===== src/sa_ram.sv =====
module sa_ram #(
    parameter int Width = 8,
    parameter int Depth = 16
) (
    input  logic                     clk,
    input  logic                     we,
    input  logic [$clog2(Depth)-1:0] waddr,
    input  logic [Width-1:0]         wdata,
    input  logic [$clog2(Depth)-1:0] raddr,
    output logic [Width-1:0]         rdata
);

    logic [Width-1:0] mem [Depth];

    always_ff @(posedge clk)
    begin
        if (we)
        begin
            mem[waddr] <= wdata;
        end
        rdata <= mem[raddr];
    end

endmodule


===== config.mk =====
export PLATFORM = sky130hd
export DESIGN_NAME = sa_ram
export DESIGN_NICKNAME = d
export VERILOG_FILES = /design/src/sa_ram.sv
export SDC_FILE = /design/constraint.sdc
export NUM_CORES = 1
export LEC_CHECK = 0
export CORE_ASPECT_RATIO = 0.6
export CORE_MARGIN = 4
export CORE_UTILIZATION = 35
export CTS_CLUSTER_SIZE = 30
export DETAILED_ROUTE_END_ITERATION = 10
export DONT_BUFFER_PORTS = 1
export SYNTH_ARGS = -nofsm -noshare
export SYNTH_HDL_FRONTEND = slang
export SYNTH_SLANG_ARGS = --single-unit

===== constraint.sdc =====
create_clock -name clk -period 3.1 [get_ports clk]
set_input_delay 0 -clock clk [delete_from_list [all_inputs] [get_ports clk]]
set_output_delay 0 -clock clk [all_outputs]
set_load 0.01 [all_outputs]

==> results.ini, run 1 <==
[synthesis]
synth-main-ff-cell=edfxtp_1
ys_seq_area_frac=0.778
ys_types=19
syn-num-nets=247
synth_area_sq_um=5150
synthCells=229
yosys.area.top_type_share=0.747
synthArstFlopShare=0
synth_edf_count=128
yosys-top-cells-area=edfxtp_1 75%, mux4_2 7.9%, mux4_1 7.1%
synth-seq-cells=136
yosys_warnings=0
synth.most_common_cell=edfxtp_1
syn_avg_cell_area_sq_um=22.5
netlist_top_cells_count=128 x edfxtp_1, 18 x mux4_2, 16 x a22oi_1
yosys.area.top_type=edfxtp_1

[critical_path]
crit_start=mem[5][2]$_DFFE_PP_
path_buf_inv=1
cp_max_fo=1
slowest_delay_ns=0.63
crit_type=reg2reg
crit_chain=mux4_1 > dlygate4sd3_1 > a22oi_1 > nand2_1
start_kind=register
cp_top_family=buffers and inverters
required_ns=3.40
reg2reg_depth=4
reg2reg_from=mem[5][2]$_DFFE_PP_
crit_cells=4
cpMaxStageDelayCell=dlygate4sd3_1
cp-end-kind=register
arrival_ns=2.20

[timing]
drv_slew=0
relSlewSlack=0.360
fin_hold_ws_ns=0.00285
finalSetupViolations=0
finalHoldViolCount=0
fmax_ghz=0.528
skew_ns=0.0238
period_minus_slack_ns=1.89
fin_setup_tns_ns=0
worstMarginPinSlew_ns=0.956
fin_crit_sh=0.611
rsz0062_at_grt=no

[drt]
firstDrtPassIters=5
first_iter_violations=194
drc_errors=0
vias=2454
antenna_left=0
detail_route.wl_per_cell_um=24.6
routed_wl_um=11500
via_per_inst=5.24

[clocking]
h-tree-depth=4
cts_buffers=17
clock_path_buffers=2
clk_latency_ns=0.42
cts_root_buf=clkbuf_16
clkSlewWorstSetupHoldPaths_ns=0.05
clock-sinks=136
cts_resized=0
cts_tree=yes

[global_routing]
antenna_found_initial=0
grt_overflow=0
grt_use_total=0.148
grt_max_degree=25
grt_first_pass_wirelength_um=16900
grt_pass1_vias=2525

[hold_path]
hp-start=raddr[0]
min_path_type=in2reg
min_path_cells=3

[cells_and_area]
postLayoutCoreUtil=0.421
drive_gt1_frac=0.181
design_area_sq_um=6080
syn_to_final_growth_pct=18.2
antenna_cells=0
fin_nets=275

[floorplanning]
core_sq_um=14500
ioPinCount=26
die-area_sq_um=16800
dieHeight_um=102
die_width_um=165
placementRows=34
start_util=0.356

[placed_design]
globalplace.congestion=0.740
post_dp_cell_area_sq_um=5330
portBuffers=0
dp_hpwl_um=6910

[outcome]
outcome=finished clean

[power_and_ir_drop]
powerDensity_nw_per_um2=695
peakVddDrop_mv=0.332
p_leak_nw=1.96

[job]
maxCapViolCount=0

-- routing by layer --
layer | track usage | up-vias | share of wire
met5 | 0 | - | 0
met4 | 0.0326 | 0 | 0.0077
met3 | 0.0464 | 11 | 0.064
met2 | 0.208 | 89 | 0.43
met1 | 0.226 | 1323 | 0.49
li1 | - | 1031 | -
-- flip-flops by register name, summed over array words and instances, names as in the netlist --
name and count:
rdata 8, mem 128
-- tightest hold or removal path, delay by kind of cell --
kind / cells / cell delay (ns)
AOI/OAI and AO/OA: 1 / 0.08
and+or+nand+nor: 1 / 0.06
muxes: 1 / 0.25
-- kinds of logic (layout without fill, tap and decap cells) --
logic type      Yosys count  after routing  share of synthesized area
compound gates           16             16                     0.0233
buf+inv                  10             51                     0.0168
flops                   136            136                      0.778
mux                      32             32                      0.150
simple gates             35             35                     0.0318
-- through the flow --
| step | power (mW) | worst slack [ns] | std cells |
|---|---|---|---|
| after detailed placement | 2.23 | 1.54 | 420 |
| after global routing | 4.38 | 1.09 | 468 |
| after global placement | 2.23 | 1.55 | 420 |
| final | 4.23 | 1.21 | 468 |
| after floorplan | 2.21 | 1.61 | 229 |
| after CTS | 4.26 | 1.20 | 468 |
-- power by group --
part	total [mW]	internal (mW)	switching, mW	leakage [nW]
sequential	2.08	2.06	0.0185	1.22
clock	1.97	1.27	0.701	0.279
combinational	0.175	0.0742	0.101	0.460
total	4.23	3.41	0.820	1.96
-- cells in the final DEF, fill, tap and decap left out, drive strengths merged, types with 3 or more instances in the layout --
| cell type | n |
|---|---|
| dlygate4sd3 | 15 |
| clkbuf | 22 |
| mux4 | 32 |
| nor3 | 4 |
| clkinv | 5 |
| edfxtp | 128 |
| dfxtp | 8 |
| bufinv | 3 |
| nand2 | 9 |
| buf | 4 |
| nor2 | 13 |
| a22oi | 16 |
-- path summary, 6_finish.rpt --
kind	to	slack, ns
worst min register to register	rdata[0]$_DFF_P_	0.70
worst max-delay path	rdata[2]$_DFF_P_	1.21
worst max register to register	rdata[2]$_DFF_P_	1.21
worst min-delay path	rdata[0]$_DFF_P_	0.003
-- area by class of cell --
type | instances | area [sq um]
Sequential cell | 136 | 4000
Clock buffer | 22 | 454
Tap cell | 198 | 248
Fill cell | 1270 | 8380
Clock inverter | 10 | 128
Timing Repair Buffer | 19 | 193
Multi-Input combinational cell | 83 | 1060
-- timing repair --
action,4_1_cts,5_1_grt
endpoints found under the hold margin,168,0
buffers inserted,0,0
hold buffers,16,0
No activity file was read; power rests on OpenSTA's default activity.
==> inputs of run 2 (changes only) <==
ABC_AREA = 1   (was unset)
clock period = 1.7 ns   (was 3.1 ns; I/O delays follow)
==> run 2 against run 1 <==
Critical path depth rose by 3. Clock power rose by 90%. Via count rose by 60%. Critical endpoint is now rdata[4]$_DFF_P_.
==> results.ini, run 2 <==
[power_and_ir_drop]
power_mw=7.97  ; +89%
clkPwrFrac=0.471  ; +0.004
swShare=0.223  ; +0.0288
p_int_mw=6.19  ; +82%
peakVddDrop_mv=0.803  ; +140%
switchingPower_mw=1.78  ; +120%
comb_power_share=0.054  ; +0.013
seqPwrFrac=0.475  ; -0.016
powerDensity_nw_per_um2=1170  ; +69%
p_leak_nw=2.89  ; +47%

[critical_path]
required_ns=2.00  ; -1.40 ns
cp-end-kind=register
crit_type=reg2reg
start_kind=register
path_buf_inv=2  ; +1
cp_max_fo=1  ; unchanged
cpMaxStageDelayCell=dlygate4sd3_1
crit_chain=inv_1 > nand2_1 > nand3_1 > nand3_4 > nand3_1 > dlygate4sd3_1 > nand2_1
arrival_ns=1.90  ; -0.30 ns
slowest_delay_ns=0.57  ; -0.06 ns
cp_top_family=buffers and inverters

[global_routing]
grt_max_degree=42  ; +68%
antenna_found_initial=2  ; +2
grt_overflow=0  ; unchanged
grt_pass1_vias=3819  ; +51%
grt_use_total=0.164  ; +0.0166
grt_first_pass_wirelength_um=22800  ; +35%

[cells_and_area]
layout_commonest_cell=nand2_1
syn_to_final_growth_pct=17.9
postLayoutCoreUtil=0.421  ; about the same
final_cell_mix=173 x nand2_1, 128 x edfxtp_1, 100 x inv_1, 96 x nand3_1
regMostFlops=mem
register_area_sq_um=4000  ; unchanged
drive_gt1_frac=0.0842  ; -0.0973
multi_input_area_sq_um=1230  ; +16%
instances_no_fill=804  ; +72%
largest_reg_flops=128  ; unchanged
top_regs=mem: 128 flops, rdata: 8 flops
fin_nets=599  ; +120%
fillers=1526  ; +20%

[synthesis]
synth-seq-cells=136  ; unchanged
synth.most_common_cell=nand2_1
ys_seq_area_frac=0.694  ; -0.0835
yosys_warnings=0  ; unchanged
synthCells=551  ; +140%
synth-main-ff-cell=edfxtp_1
syn_avg_cell_area_sq_um=10.5  ; -53%
netlist_top_cells_count=173 x nand2_1, 128 x edfxtp_1, 100 x inv_1
synthArstFlopShare=0  ; unchanged
synth_edf_count=128  ; unchanged
ys_types=12  ; -7
yosys.area.top_type_share=0.667  ; -0.0802
synth_area_sq_um=5770  ; +12%
yosys-top-cells-area=edfxtp_1 67%, nand2_1 11%, nand3_1 8.4%
yosys.area.top_type=edfxtp_1
syn-num-nets=569  ; +130%

[clocking]
cts_root_buf=clkbuf_16
clk_latency_ns=0.41  ; about the same
cts_buffers=17  ; unchanged
clock-sinks=136  ; unchanged
clock_path_buffers=2  ; unchanged
cts_tree=yes
post-cts-setup-buffers=0  ; unchanged
h-tree-depth=4  ; unchanged
clkSlewWorstSetupHoldPaths_ns=0.06  ; about the same

[drt]
antenna_left=0  ; unchanged
first_iter_violations=396  ; +100%
routed_wl_um=14700  ; +28%
vias=3926  ; +60%
detail_route.wl_per_cell_um=18.3  ; -26%
drc_errors=0  ; unchanged
firstDrtPassIters=5  ; unchanged
via_per_inst=4.88  ; -6.9%

[timing]
drv_slew=0  ; unchanged
rsz0062_at_grt=no
finalHoldViolCount=0  ; unchanged
fin_setup_tns_ns=0  ; unchanged
fin_crit_sh=0.946  ; +0.334
finalSetupViolations=0  ; unchanged
worstMarginPinSlew_ns=1.19  ; +0.230 ns
fmax_ghz=0.622  ; +18%
period_minus_slack_ns=1.61  ; -0.287 ns
skew_ns=0.0105  ; -0.0133 ns
relSlewSlack=0.207  ; -0.154

[floorplanning]
ioPinCount=26  ; unchanged
die-area_sq_um=18700  ; +11%
dieHeight_um=107  ; +5.4%
core_sq_um=16200  ; +12%
start_util=0.357  ; +0.000741
die_width_um=174  ; +5.6%
placementRows=36  ; +5.9%

[placed_design]
dp_hpwl_um=9150  ; +32%
portBuffers=0  ; unchanged
globalplace.congestion=0.848  ; +15%
dp.cells=753  ; +79%

[hold_path]
min_path_type=in2reg

[outcome]
outcome=finished clean

[job]
maxCapViolCount=0  ; unchanged

[run 2: cell types whose count changed after synthesis, moves of 3 or more]
cell / change
nor2_1: +4
a22oi_1: -16
buf_4: +3
nand2_1: +164
clkdlybuf4s25_2: -3
mux4_2: -18
buf_6: +3
nand3_1: +96
inv_1: +100
buf_2: +10
nor3_1: -4
mux4_1: -14
[run 2: path summary, 6_finish.rpt]
check	slack [ns]	end	cells past startpoint	start
worst min-delay path	0.02	rdata[1]$_DFF_P_	5	raddr[0]
worst min register to register	0.68	rdata[6]$_DFF_P_	6	mem[14][6]$_DFFE_PP_
worst max-delay path	0.09	rdata[4]$_DFF_P_	7	mem[8][4]$_DFFE_PP_
worst max register to register	0.09	rdata[4]$_DFF_P_	7	mem[8][4]$_DFFE_PP_
[run 2: worst reg2reg max path: stages (launching register included)]
cell,delay [ns]
edfxtp_1,0.36
inv_1,0.07
nand2_1,0.05
nand3_1,0.12
nand3_4,0.13
nand3_1,0.13
dlygate4sd3_1,0.57
nand2_1,0.05
[run 2: logic make-up (layout without fill, tap and decap cells)]
family	count (synthesis)	after routing	share of synthesized area
buffers and inverters	126	169	0.0952
flip-flops	136	136	0.694
other	0	1	0
AND/OR/NAND/NOR	289	289	0.210
[run 2: layout make-up]
| type | count | area share |
|---|---|---|
| tap | 209 | 0.0384 |
| clock inverter | 15 | 0.0259 |
| sequential | 136 | 0.589 |
| inverter | 102 | 0.0563 |
| antenna | 1 | 0.000368 |
| clock buffer | 17 | 0.0625 |
| timing repair buffer | 35 | 0.0475 |
| multi-input combinational | 289 | 0.180 |
[run 2: metal layers]
metal,track usage,routed length [um],part of all wire
met5,0,0,0
met4,0.0548,237,0.016
met3,0.0583,1290,0.088
met2,0.230,5920,0.40
met1,0.238,7260,0.49
[run 2: power groups by stage]
| stage | clock [mW] | combinational, mW | sequential, mW |
|---|---|---|---|
| after floorplan | 0 | 0.264 | 3.85 |
| final | 3.75 | 0.430 | 3.79 |
| after global routing | 3.95 | 0.479 | 3.79 |
| after detailed placement | 0 | 0.299 | 3.86 |
| after global placement | 0 | 0.297 | 3.86 |
| after CTS | 3.80 | 0.425 | 3.79 |
[run 2: what timing repair did]
item                                    in CTS  in global routing
endpoints found under the setup margin       0                  2
hold endpoints to repair                   138                  0
resized for setup                            0                  3
hold buffers                                18                  0
[run 2: metrics by stage]
step / hold WS, ns / setup slack, ns / cell area [sq um]
finish: 0.0246 / 0.0924 / 6800
global route: 0.0275 / 0.0205 / 6800
CTS: 0.00345 / 0.0541 / 6780
detailed placement: 0.100 / 0.481 / 6000
global placement: 0.101 / 0.456 / 6000
floorplan: 0.0989 / 0.749 / 5770
